## src/hdl/skch_pkg.sv

```systemverilog
package skch_pkg;

  localparam logic [31:0] HASH_SEED = 32'd5381;
  localparam int unsigned REG_BUCKET_ORDER = 0;
  localparam logic [3:0] BUCKET_ORDER_RESET = 4'd8;

  localparam logic [1:0] OP_LOOKUP = 2'd0;
  localparam logic [1:0] OP_ADD    = 2'd1;
  localparam logic [1:0] OP_DELETE = 2'd2;

  localparam logic [2:0] ST_OK        = 3'd0;
  localparam logic [2:0] ST_NOT_FOUND = 3'd1;
  localparam logic [2:0] ST_PRESENT   = 3'd2;
  localparam logic [2:0] ST_FULL      = 3'd3;
  localparam logic [2:0] ST_TOO_LONG  = 3'd4;

  typedef struct packed {
    logic [1:0]  opcode;
    logic [7:0]  key_char;
    logic [15:0] entry_handle;
  } item_t;

  typedef struct packed {
    logic [2:0]  status;
    logic [15:0] found_handle;
    logic [7:0]  bucket_index;
    logic [31:0] hash_value;
  } result_t;

  // one finished key handed from the front to the back
  typedef struct packed {
    logic [1:0]  opcode;
    logic [15:0] handle;
    logic [31:0] hash;
    logic        too_long;
  } job_t;

endpackage

```

## src/hdl/skch_fifo.sv

```systemverilog
module skch_fifo
  import skch_pkg::*;
(
  input  logic clk,
  input  logic rst,
  input  logic push,
  input  job_t din,
  input  logic pop,
  output job_t dout,
  output logic empty,
  output logic full
);

  job_t       slots [2];
  logic       wptr;
  logic       rptr;
  logic [1:0] count;

  assign dout  = slots[rptr];
  assign empty = (count == 2'd0);
  assign full  = (count == 2'd2);

  always_ff @(posedge clk) begin
    if (push && !full) begin
      slots[wptr] <= din;
    end
  end

  always_ff @(posedge clk) begin
    if (rst) begin
      wptr  <= 1'b0;
      rptr  <= 1'b0;
      count <= 2'd0;
    end else begin
      if (push && !full) begin
        wptr <= ~wptr;
      end
      if (pop && !empty) begin
        rptr <= ~rptr;
      end
      count <= count + 2'((push && !full) ? 1 : 0) - 2'((pop && !empty) ? 1 : 0);
    end
  end

endmodule

```

## config.mk

```make
export PLATFORM = sky130hd
export DESIGN_NAME = skch_fifo
export DESIGN_NICKNAME = d
export VERILOG_FILES = /design/src/hdl/skch_pkg.sv /design/src/hdl/skch_fifo.sv
export SDC_FILE = /design/constraint.sdc
export NUM_CORES = 1
export LEC_CHECK = 0
export ABC_AREA = 1
export BUFFER_PORTS_ARGS = -buffer_cell sky130_fd_sc_hd__buf_2
export CAP_MARGIN = 10
export CORE_MARGIN = 4
export CORE_UTILIZATION = 54
export DETAILED_ROUTE_END_ITERATION = 6
export PLACE_DENSITY = 0.79
export SKIP_LAST_GASP = 1
export SLEW_MARGIN = 20
export SYNTH_ARGS = -nofsm -noshare
export SYNTH_HDL_FRONTEND = slang
export SYNTH_SLANG_ARGS = --single-unit
```

## constraint.sdc

```tcl
create_clock -name clk -period 5.2 [get_ports clk]
set_input_delay 1.04 -clock clk [delete_from_list [all_inputs] [get_ports clk]]
set_output_delay 1.04 -clock clk [all_outputs]
set_load 0.02 [all_outputs]
```

Word level (Yosys, flattened, before mapping)
Memory sizes are Yosys's and may differ from the RTL's. A register that Yosys moved wholly into a read port is not among the register bits.
Index checks and enable logic that the tools add are counted.

storage, ports and cells
  output and inout port bits = 53
  word-level logic and storage cells = 20
  memory bits (writable) = 102
  memories kept = 1
  bits of input ports = 55
  flip-flop bits (word level) = 4

cells by class
  bitwise gates (word level) = 2
  add/subtract/negate cells = 2
  eq/ne operators = 1
  reductions and logical operators = 5
  muxes and demuxes = 6

memories
  memory  depth  width  rd ports  clocked after Yosys merged registers in  write ports  line             text
  slots   2      51     1         1                                        1            skch_fifo.sv:14  job_t slots [2];

operator list
  operator              number
  $mux W1               6
  $add A2 B1 Y2         1
  $eq A2 B2 Y1 const B  1
  $logic_and A1 B1 Y1   2
  $logic_not A1 Y1      2
  $logic_not A2 Y1      1
  $not A1 Y1            2
  $sub A2 B1 Y2         1

Logic depth before layout (Yosys ltp)
  depth after elaboration = 6
  gate-level depth with buffers = 11
  gate-level depth less buffers = 11

Worst setup path after synthesis
Ideal clock, no wire load.

  path kind = input to register
  start = input port push
  end = memory slots[0][0] in the netlist's numbering, enable pin
  slack = 1.494 ns
  arrival = 3.247 ns
  stages on the path = 2
  data required time = 4.740 ns
  library setup time = 0.460 ns
  buffers on the path = 0
  path through = nand2_1 -> nor2_1

on the way
  longest elaborated chain between the ends = 3

ends and longest elaborated chain
  what                           line             text
  start: declaration             skch_fifo.sv:6   input logic push,
  $logic_and A1 B1 Y1            skch_fifo.sv:24  if (push && !full) begin
  $mux W1                        skch_fifo.sv:24
  $mux W1 (not written as such)  skch_fifo.sv:25  slots[wptr] <= din;
  end: declaration               skch_fifo.sv:14

Every way passes these cells.

==> flow_metrics.env <==
export IMPL_total_power_mw=2.40
export IMPL_ant_nets=0
export IMPL_seq_area_frac_synth=0.755
export IMPL_worst_path_buf_inv=1
export IMPL_layout_commonest_cell="buf_2"
export IMPL_cp_top_family="flip-flops"
export IMPL_drive_gt1_frac=0.554
export IMPL_start_kind="flop"
export IMPL_crit_path_max_incr_delay_ns=1.00
export IMPL_rows=31
export IMPL_vias=2066
export IMPL_fmaxAchievable_ghz=0.338
export IMPL_slew_violations=0
export IMPL_dp_hpwl_mm=4.37
export IMPL_ctsHtreeMaxLevel=3
export IMPL_p_per_area_nw_per_um2=483
export IMPL_synth_nets=255
export IMPL_gp_congestion=0.668
export IMPL_cts_hold_buffers=0
export IMPL_clk_pin_slew_ns=0.09
export IMPL_leakage_nw=2.00
export IMPL_synth_top_area_share=0.731
export IMPL_grt_pass1_wl_mm=9.78
export IMPL_fillers=526
export IMPL_routedWlPerCell_um=15.8
export IMPL_drt_initial_drc_count=118
export IMPL_synth_avg_cell_area_um2=21.2
export IMPL_synth_top_cell_by_area="edfxtp_1"
export IMPL_synthCells=198
export IMPL_critPathArrivalTime_ns=1.92
export IMPL_grt_max_degree=52
export IMPL_hold_class="reg -> reg"
export IMPL_die_h_um=96.1
export IMPL_root_buffer="clkbuf_8"
export IMPL_io_buffers=107
export IMPL_mostFrequentLayoutCells="107 x buf_2, 102 x edfxtp_1, 50 x mux2_4"
export IMPL_drt_total_wl_mm=6.58
export IMPL_die_area_um2=9230
export IMPL_worstMarginPinSlew_ns=0.960
export IMPL_worst_ep_required_time_ns=4.16
export IMPL_fin_nets=368
export IMPL_ys_ff_latch=107
export IMPL_critPathKind="reg -> out"
export IMPL_hold_viol_final=0
export IMPL_grtUsageTotal=0.146
export IMPL_insertion_delay_ns=0.35
export IMPL_netlist_area_um2=4190
export IMPL_cts_tree="built"
export IMPL_area_growth_pct=18.6
export IMPL_hold_slack_ns=0.505
export IMPL_grt_pass1_vias=2117
export IMPL_cp_slowest_cell="dfxtp_4"
export IMPL_cts_buffers=9
export IMPL_yosys_top_cells_area="edfxtp_1 73%, mux2_4 18%, buf_12 2.4%"
export IMPL_grt_overflow_total=0
export IMPL_setup_tns_ns=0
export IMPL_antenna_found_initial=0
export IMPL_cp_max_fo=51
export IMPL_cap_violations=0
export IMPL_cts_path_max_buffers=2
export IMPL_cts_resized=0
export IMPL_status="completed"
export IMPL_fin_crit_ns=2.96
export IMPL_firstDrtPassIters=4
export IMPL_fp_coreArea_um2=7410
export IMPL_cts_sinks=107
export IMPL_cp_cell_sequence="mux2_2, buf_2"
export IMPL_pin_count=108
export IMPL_rsz0062_at_grt="false"
export IMPL_setup_viol=0
export IMPL_drc=0
export IMPL_post_route_period_util=0.569
export IMPL_clock_skew_ns=0.00663
export IMPL_synth_warnings=0
export IMPL_crit_path_end_kind="primary output"
export IMPL_ir_drop_v=0.000258
export IMPL_ys_types=12
export IMPL_die_w_um=96.1
export IMPL_cts_setup_buffers=0
export IMPL_insertedDiodeCount=0
export IMPL_initial_utilization=0.565
export IMPL_slew_headroom=0.360
export IMPL_viasPerCell=4.98
## cell usage after synthesis
master    count
a21oi_1       2
ha_1          2
mux2_4       50
nor2_1        9
edfxtp_1    102
buf_12        5
nand3_1       3
buf_6         1
dfxtp_1       5
inv_1        10
mux2_2        1
nand2_1       8
## metal layers
layer  GRT usage  part of all wire  routed length (um)  vias up
met4      0.0391            0.0096                  63        0
met3      0.0672             0.097                 638        8
met1       0.163              0.38                2520     1008
met5           0                 0                   0        -
li1            -                 -                   -      973
met2       0.250              0.51                3350       77
## registers in the layout, summed over array words and instances (netlist names), named ones only
name and flops:
count 2, rptr 1, slots 102, wptr 1
## power by group
group	leakage (nW)	switching [mW]	internal (mW)
Clock	0.105	0.252	0.271
Sequential	0.995	0.0991	1.10
Combinational	0.899	0.357	0.322
## path summary, 6_finish.rpt
| path | slack, ns | to | from | cells past startpoint |
|---|---|---|---|---|
| max reg2reg | 3.14 | slots[0][21] | count[0] | 5 |
| min reg2reg | 0.51 | flop | rptr | 2 |
| min | 0.51 | flop | rptr | 2 |
| max | 2.24 | dout[50] | flop | 2 |
## worst reg2reg max path, delay by kind of cell, from the launching register on
kind	cells	cell delay, ns
AND/OR/NAND/NOR	3	0.83
buffers and inverters	2	0.52
flip-flops	1	0.36
## cells by family (layout without fill, tap and decap cells)
family / after synthesis / in the layout / synth area share
mux: 51 / 51 / 0.182
flops: 107 / 107 / 0.755
simple gates: 20 / 20 / 0.0188
buf+inv: 16 / 134 / 0.0356
compound gates: 2 / 2 / 0.00239
fa+ha+maj: 2 / 2 / 0.00597
## through the flow
stage / cell area (um^2) / util / worst slack (ns) / std cells
floorplan: 4190 / - / 1.49 / 198
global placement: 4750 / 0.642 / 2.52 / 399
detailed placement: 4750 / 0.642 / 2.47 / 399
CTS: 4960 / 0.670 / 2.19 / 415
global route: 4960 / 0.670 / 2.13 / 415
finish: 4960 / 0.670 / 2.24 / 415
## layout make-up
class	instances	area, um^2	area share
clock buffers	11	131	0.0265
clock inverters	5	77.6	0.0156
inverters	10	38.8	0.00781
multi-input cells	75	883	0.178
flip-flops and latches	107	3170	0.638
well taps	99	124	0.0249
repair buffers	108	543	0.109
(Power assumes the default switching activity.)
