**src/hdl/skch_pkg.sv**
```systemverilog
package skch_pkg;

  localparam logic [31:0] HASH_SEED = 32'd5381;
  localparam int unsigned REG_BUCKET_ORDER = 0;
  localparam logic [3:0] BUCKET_ORDER_RESET = 4'd8;

  localparam logic [1:0] OP_LOOKUP = 2'd0;
  localparam logic [1:0] OP_ADD    = 2'd1;
  localparam logic [1:0] OP_DELETE = 2'd2;

  localparam logic [2:0] ST_OK        = 3'd0;
  localparam logic [2:0] ST_NOT_FOUND = 3'd1;
  localparam logic [2:0] ST_PRESENT   = 3'd2;
  localparam logic [2:0] ST_FULL      = 3'd3;
  localparam logic [2:0] ST_TOO_LONG  = 3'd4;

  typedef struct packed {
    logic [1:0]  opcode;
    logic [7:0]  key_char;
    logic [15:0] entry_handle;
  } item_t;

  typedef struct packed {
    logic [2:0]  status;
    logic [15:0] found_handle;
    logic [7:0]  bucket_index;
    logic [31:0] hash_value;
  } result_t;

  // one finished key handed from the front to the back
  typedef struct packed {
    logic [1:0]  opcode;
    logic [15:0] handle;
    logic [31:0] hash;
    logic        too_long;
  } job_t;

endpackage

```
**src/hdl/skch_ram.sv**
```systemverilog
module skch_ram #(
  parameter int WIDTH = 8,
  parameter int DEPTH = 16,
  localparam int AW = (DEPTH > 1) ? $clog2(DEPTH) : 1
) (
  input  logic             clk,
  input  logic             we,
  input  logic [AW-1:0]    waddr,
  input  logic [WIDTH-1:0] wdata,
  input  logic [AW-1:0]    raddr,
  output logic [WIDTH-1:0] rdata
);

  logic [WIDTH-1:0] mem [DEPTH];

  always_ff @(posedge clk) begin
    if (we) begin
      mem[waddr] <= wdata;
    end
    rdata <= mem[raddr];
  end

endmodule

```
**src/hdl/skch_front.sv**
```systemverilog
module skch_front
  import skch_pkg::*;
#(
  parameter int MAX_KEY_LEN = 16,
  localparam int LW  = $clog2(MAX_KEY_LEN + 1),
  localparam int KAW = (MAX_KEY_LEN > 1) ? $clog2(MAX_KEY_LEN) : 1
) (
  input  logic           clk,
  input  logic           rst,
  input  logic           start,
  input  item_t          item,
  output logic           busy,
  input  logic           back_ready,
  input  logic           key_done,
  input  logic           q_full,
  output logic           q_push,
  output job_t           q_din,
  output logic [LW-1:0]  key_len,
  input  logic [KAW-1:0] kb_raddr,
  output logic [7:0]     kb_rdata
);

  logic        locked;
  logic        too_long;
  logic [31:0] hash;
  logic [31:0] hash_next;
  logic        accept;
  logic        is_term;
  logic        kb_we;

  assign busy      = locked || !back_ready || q_full;
  assign accept    = start && !busy;
  assign is_term   = (item.key_char == 8'd0);
  assign hash_next = ((hash << 5) + hash) ^ {24'd0, item.key_char};
  assign kb_we     = accept && !is_term && (key_len < LW'(MAX_KEY_LEN));

  assign q_push          = accept && is_term;
  assign q_din.opcode    = item.opcode;
  assign q_din.handle    = item.entry_handle;
  assign q_din.hash      = hash;
  assign q_din.too_long  = too_long;

  skch_ram #(.WIDTH(8), .DEPTH(MAX_KEY_LEN)) u_key_buf (
    .clk   (clk),
    .we    (kb_we),
    .waddr (KAW'(key_len)),
    .wdata (item.key_char),
    .raddr (kb_raddr),
    .rdata (kb_rdata)
  );

  always_ff @(posedge clk) begin
    if (rst) begin
      locked   <= 1'b0;
      too_long <= 1'b0;
      hash     <= HASH_SEED;
      key_len  <= '0;
    end else begin
      if (key_done) begin
        // back is through with the key buffer: reopen for the next key
        locked   <= 1'b0;
        key_len  <= '0;
        too_long <= 1'b0;
        hash     <= HASH_SEED;
      end else if (accept) begin
        if (is_term) begin
          locked <= 1'b1;
        end else begin
          hash <= hash_next;
          if (key_len < LW'(MAX_KEY_LEN)) begin
            key_len <= key_len + LW'(1);
          end else begin
            too_long <= 1'b1;
          end
        end
      end
    end
  end

endmodule

```
**config.mk**
```make
export PLATFORM = sky130hd
export DESIGN_NAME = skch_front
export DESIGN_NICKNAME = d
export VERILOG_FILES = /design/src/hdl/skch_pkg.sv /design/src/hdl/skch_ram.sv /design/src/hdl/skch_front.sv
export SDC_FILE = /design/constraint.sdc
export NUM_CORES = 1
export LEC_CHECK = 0
export BUFFER_PORTS_ARGS = -buffer_cell sky130_fd_sc_hd__buf_2
export CAP_MARGIN = 20
export CORE_ASPECT_RATIO = 1.25
export CORE_MARGIN = 3
export CORE_UTILIZATION = 50
export DETAILED_ROUTE_END_ITERATION = 10
export PLACE_DENSITY = 0.67
export SYNTH_ARGS = -nofsm -noshare
export SYNTH_HDL_FRONTEND = slang
export SYNTH_SLANG_ARGS = --single-unit
```
**constraint.sdc**
```tcl
create_clock -name clk -period 4.5 [get_ports clk]
set_clock_uncertainty 0.15 [all_clocks]
set_input_delay 0 -clock clk [delete_from_list [all_inputs] [get_ports clk]]
set_output_delay 0 -clock clk [all_outputs]
set_load 0.01 [all_outputs]
```
# Word level (Yosys, flattened, before mapping)
# Memory sizes are Yosys's and may differ from the RTL's. A register that Yosys moved wholly into a read port is not among the register bits.
# Cells that the tools add are included.
dict set report word_totals {
  elab_cells 28
  mem_bits_rw 128
  out_inout_bits 66
  ff_bits 39
  memories 1
}
dict set report op_classes {
  n_lt_le_gt_ge 1
  reduce_logical 15
  bitwise 3
  n_mux 2
  n_addsub 2
}
# memory depth width read_ports rd_clocked_by_memory_dff write_ports line_no
set mem_list {}
lappend mem_list {u_key_buf.mem 16 8 1 1 1 skch_ram.sv:14} ;# logic [WIDTH-1:0] mem [DEPTH];
# cell n
set op_table {}
lappend op_table {{$add 32x32->32} 1}
lappend op_table {{$xor 32x8->32} 1}
lappend op_table {{$logic_not 8->1} 1}
lappend op_table {{$reduce_and 3->1} 2}
lappend op_table {{$add 5x1->5 const B} 1}
lappend op_table {{$lt 5x5->1 const B} 1}
lappend op_table {{$logic_and 1x1->1} 4}
lappend op_table {{$reduce_and 2->1} 2}
lappend op_table {{$logic_not 1->1} 3}
lappend op_table {{$logic_or 1x1->1} 2}
lappend op_table {{$mux 1} 2}
lappend op_table {{$not 1->1} 2}
lappend op_table {{$reduce_or 2->1} 1}

# Longest topological paths before layout
dict set report logic_depth {
  depth_word 9
  mapped_depth 10
}

# Hierarchy
# Synthesis repeated with hierarchy kept, for this count alone.
dict set report hier_totals {
  cells_unflattened 605
  hier_area_um2 8134.1
}
# mod seq_area_each_um2 area_each_um2 instances cells_per_inst
set by_module_without_submodules {}
lappend by_module_without_submodules {skch_ram 4003.8 5147.4 1 229}
lappend by_module_without_submodules {skch_front 780.7 2986.6 1 376}

# Worst setup path after synthesis
# Ideal clock, no wire load.
dict set report synth_timing {
  kind {register to register}
  start {reg locked}
  end {mem u_key_buf.mem[3][0] (enable)}
  arrival_time_ns 2.056
  path_stages_with_launch 7
  period_less_slack_ns 2.590
  setup_time_ns 0.383
  slack_ns 1.910
  required_time_ns 3.967
  cell_sequence {dfxtp_1 -> or3b_1 -> nor2_4 -> nand2_1 -> nor2_2 -> nand2_1 -> nor3_1}
}
dict set report synth_between {
  elab_chain_len 8
}
# element line_no
set synth_rtl {}
lappend synth_rtl {{start: declaration} skch_front.sv:23} ;# logic locked;
lappend synth_rtl {{start signal: assignment} skch_front.sv:54} ;# locked <= 1'b0;
lappend synth_rtl {{start signal: assignment} skch_front.sv:61} ;# locked <= 1'b0;
lappend synth_rtl {{start signal: assignment} skch_front.sv:67} ;# locked <= 1'b1;
lappend synth_rtl {{$logic_or 1x1->1 (2 in a row)} skch_front.sv:31} ;# assign busy = locked || !back_ready || q_full;
lappend synth_rtl {{named net busy} skch_front.sv:12} ;# output logic busy,
lappend synth_rtl {{$logic_not 1->1} skch_front.sv:32} ;# assign accept = start && !busy;
lappend synth_rtl {{$logic_and 1x1->1} skch_front.sv:32}
lappend synth_rtl {{$logic_and 1x1->1 (2 in a row)} skch_front.sv:35} ;# assign kb_we = accept && !is_term && (key_len < LW'(MAX_KEY_LEN));
lappend synth_rtl {{$mux 1} skch_ram.sv:17} ;# if (we) begin
lappend synth_rtl {{$mux 1 (implied by the code)} skch_ram.sv:18} ;# mem[waddr] <= wdata;
lappend synth_rtl {{end: declaration} skch_ram.sv:14}
# The timed path passes the listed nets, and every way through them passes these cells.

# Final worst setup path
dict set report layout_timing {
  start {reg hash[5]}
  end {reg hash[29]}
}
dict set report layout_between {
  elab_chain_len 2
}
# element line_no
set layout_rtl {}
lappend layout_rtl {{start: declaration} skch_front.sv:25} ;# logic [31:0] hash;
lappend layout_rtl {{start signal: assignment} skch_front.sv:69} ;# hash <= hash_next;
lappend layout_rtl {{$add 32x32->32} skch_front.sv:34} ;# assign hash_next = ((hash << 5) + hash) ^ {24'd0, item.key_char};
lappend layout_rtl {{$xor 32x8->32} skch_front.sv:34}
# Every way passes these cells.
# A chain may end at the register's enable or synchronous reset.

==> reports/metrics.csv <==
metric,value,unit
number of synthesized flops with an enable pin,128,
post-CTS sizing,0,
# placed instances,857,
met3 Use GR,4.97,%
Max Fclk,361,MHz
Placed Area,0.00861,mm2
number of diodes,0,
top-count cell post-synth,edfxtp_1,
outcome,finished clean,
Tmin final,2.77,ns
routing usage on met2,37.2,%
grt ovf,0,
Rel. slew slack,45.3,%
clock slew seen by the registers of the worst setup and hold paths,0.06,ns
die area,0.0180,mm2
Slew @ Worst Pin,0.820,ns
dpl ws,1.75,ns
DR vias/cell,5.84,
crit path DAT,2.95,ns
hpwl dp,12.6,mm
clk buf depth,2,
Post-Syn Nets,686,
DRC,0,
Post-CTS Setup Repair Bufs,0,
cts bufs inserted,17,
Total GRT Usage,21.4,%
Layout area overhead,16.0,%
vias,5404,
setup violators final,0,
port bufs,65,
critical path endpoint category,register,
Yosys warning count,0,
die width,121,um
final worst slack,1.73,ns
Required @ worst endpoint,4.68,ns
VDD IR max,0.218,mV
initial antenna violation count,0,
final hold vios,0,
post-synthesis sequential area ratio,58.2,%
Avg WL per Cell,19.8,um
CTS tree,yes,
clk_lat worst skew,0.41,ns
Syn Std Cell Area,0.00823,mm2
Tightest Hold Check Type,primary input to register,
top post-synthesis cells by area,"edfxtp_1, dfxtp_1, mux4_2",
max-slew violations,0,
"Primary FF master, synth",edfxtp_1,
largest net degree at the start of global routing,41,
first-pass GRT wire length,29.5,mm
CP max FO,4,
Post-Route WL,18.3,mm
fin crit share,61.6,%
MaxCap Viol Count,0,
fin area,0.00954,mm2
synth cell count leaders,"edfxtp_1, dfxtp_1, a21oi_1",
top-area cell type share of the netlist area,46.7,%
Fin Setup TNS,0,ns
Yosys reg bits,175,
initial core utilization,52.0,%
I/O pins,102,
LEAKAGE,0.00343,uW
maximum level of the CTS H-tree,4,
vias in the first global route,5586,
die height,149,um
Finished Layout Cells,925,
fill count,1277,
Iteration-0 DRC Markers,410,
Synth Instances,619,
Crit Path Class,register to register,
GRT Max-Usage Layer,met2,
Power Total,3320,uW
row count,51,
DRT Pass-1 Iters,4,
post-synthesis average cell area,13.3,um2
Final ANT Viol Nets,0,
Clock Root Buffer,clkbuf_16,
post-synth top area cell,edfxtp_1,
Final #Nets,767,
ys async rst share,0,%
element type at the critical path start,register,
Placer Congestion,0.884,
layout cells sized above 1,22.0,%
clock sink count,175,
core region area,0.0158,mm2
unrepaired setup endpoints after global routing,no,
pwr dens,348,mW/mm2
M1 GR Usage,25.7,%
Cell variety after synth,57,
## final timing paths
check	start	slack (ns)	to	cells past startpoint
max	hash[5]$_SDFFE_PP0P_	1.73	hash[29]$_SDFFE_PP0P_	10
min	back_ready	0.08	locked$_SDFFE_PP0P_	7
max reg2reg	hash[5]$_SDFFE_PP0P_	1.73	hash[29]$_SDFFE_PP0P_	10
min reg2reg	locked$_SDFFE_PP0P_	0.34	locked$_SDFFE_PP0P_	2
## worst max-delay path, stage by stage (launching register included)
cell       delay, ns
dfxtp_1         0.38
ha_1            0.19
inv_1           0.06
fa_1            0.40
nor2b_1         0.16
o2111ai_1       0.18
a21oi_1         0.33
o2111ai_1       0.28
a21boi_1        0.26
nor3_1          0.07
o31ai_1         0.24
## per-stage QoR
| stage | util [%] | hold slack, ns |
|---|---|---|
| 2_1_floorplan | - | -0.0582 |
| 3_5_place_dp | 54.4 | -0.150 |
| 3_3_place_gp | 54.4 | -0.150 |
| 6_report | 60.3 | 0.0825 |
| 4_1_cts | 60.2 | 0.0693 |
| 5_1_grt | 60.3 | 0.144 |
## registers in the layout, indices dropped and copies added (netlist names)
| signal | count |
|---|---|
| u_key_buf.mem | 128 |
| hash | 32 |
| u_key_buf.rdata | 8 |
| key_len | 5 |
| locked | 1 |
| too_long | 1 |
## layer usage
layer,vias to the layer above,part of all wire [%]
met5,-,0
met3,40,4.9
met4,0,3.5
met1,2657,40
met2,184,52
li1,2523,-
## layout by cell type, fill, tap and decap left out, types with 4 or more instances in the layout
| master | netlist | routed |
|---|---|---|
| inv_1 | 12 | 12 |
| buf_2 | 7 | 65 |
| o21ai_1 | 6 | 6 |
| a211oi_1 | 4 | 4 |
| a21o_1 | 10 | 10 |
| o211ai_1 | 10 | 10 |
| buf_4 | 19 | 7 |
| or3_1 | 7 | 7 |
| nor2_1 | 37 | 36 |
| o21a_1 | 8 | 8 |
| clkbuf_8 | 0 | 4 |
| dlygate4sd3_1 | 0 | 35 |
| a31oi_1 | 4 | 4 |
| nand3_1 | 19 | 19 |
| nor2b_1 | 6 | 6 |
| xor2_1 | 8 | 8 |
| o31ai_1 | 6 | 6 |
| and3_1 | 7 | 7 |
| dfxtp_1 | 47 | 47 |
| clkbuf_16 | 0 | 17 |
| o21ai_0 | 16 | 16 |
| nand2_1 | 42 | 42 |
| nor4_1 | 4 | 4 |
| edfxtp_1 | 128 | 128 |
| xnor2_1 | 13 | 13 |
| ha_1 | 30 | 30 |
| nand4_1 | 8 | 8 |
| and2_1 | 7 | 7 |
| nor3_1 | 12 | 12 |
| a21oi_1 | 45 | 45 |
| mux4_2 | 40 | 40 |
## report_power, final
part	leakage [uW]	internal [uW]	total [uW]	switching [uW]
sequential	0.00153	1740	1750	6.29
clock	0.000278	771	1370	601
combinational	0.00162	90.9	202	111
## logic make-up (layout without fill, tap and decap cells)
| logic type | Yosys count | count (layout) | synth area share (%) |
|---|---|---|---|
| buffers and inverters | 59 | 153 | 3.76 |
| adders and majority gates | 31 | 31 | 4.81 |
| DFF | 175 | 175 | 58.2 |
| xor gates and xnor gates | 21 | 21 | 2.24 |
| muxes | 40 | 40 | 11.0 |
| and+or+nand+nor | 163 | 163 | 9.78 |
| AOI/OAI and AO/OA | 130 | 130 | 10.3 |
## what timing repair did
action / in CTS / in global routing
hold buffers: 35 / 0
endpoints found under the hold margin: 173 / 0
endpoints found under the setup margin: 0 / 0
## cell type report
cell class | count | area, um2 | area share [%]
Clock buffer | 22 | 484 | 5.08
Timing Repair Buffer | 108 | 748 | 7.84
Inverter | 13 | 48.8 | 0.512
Sequential cell | 175 | 4780 | 50.2
Clock inverter | 10 | 73.8 | 0.774
Multi-Input combinational cell | 385 | 3130 | 32.9
Tap cell | 212 | 265 | 2.78
Note: power is estimated with default switching activity, not from simulation.
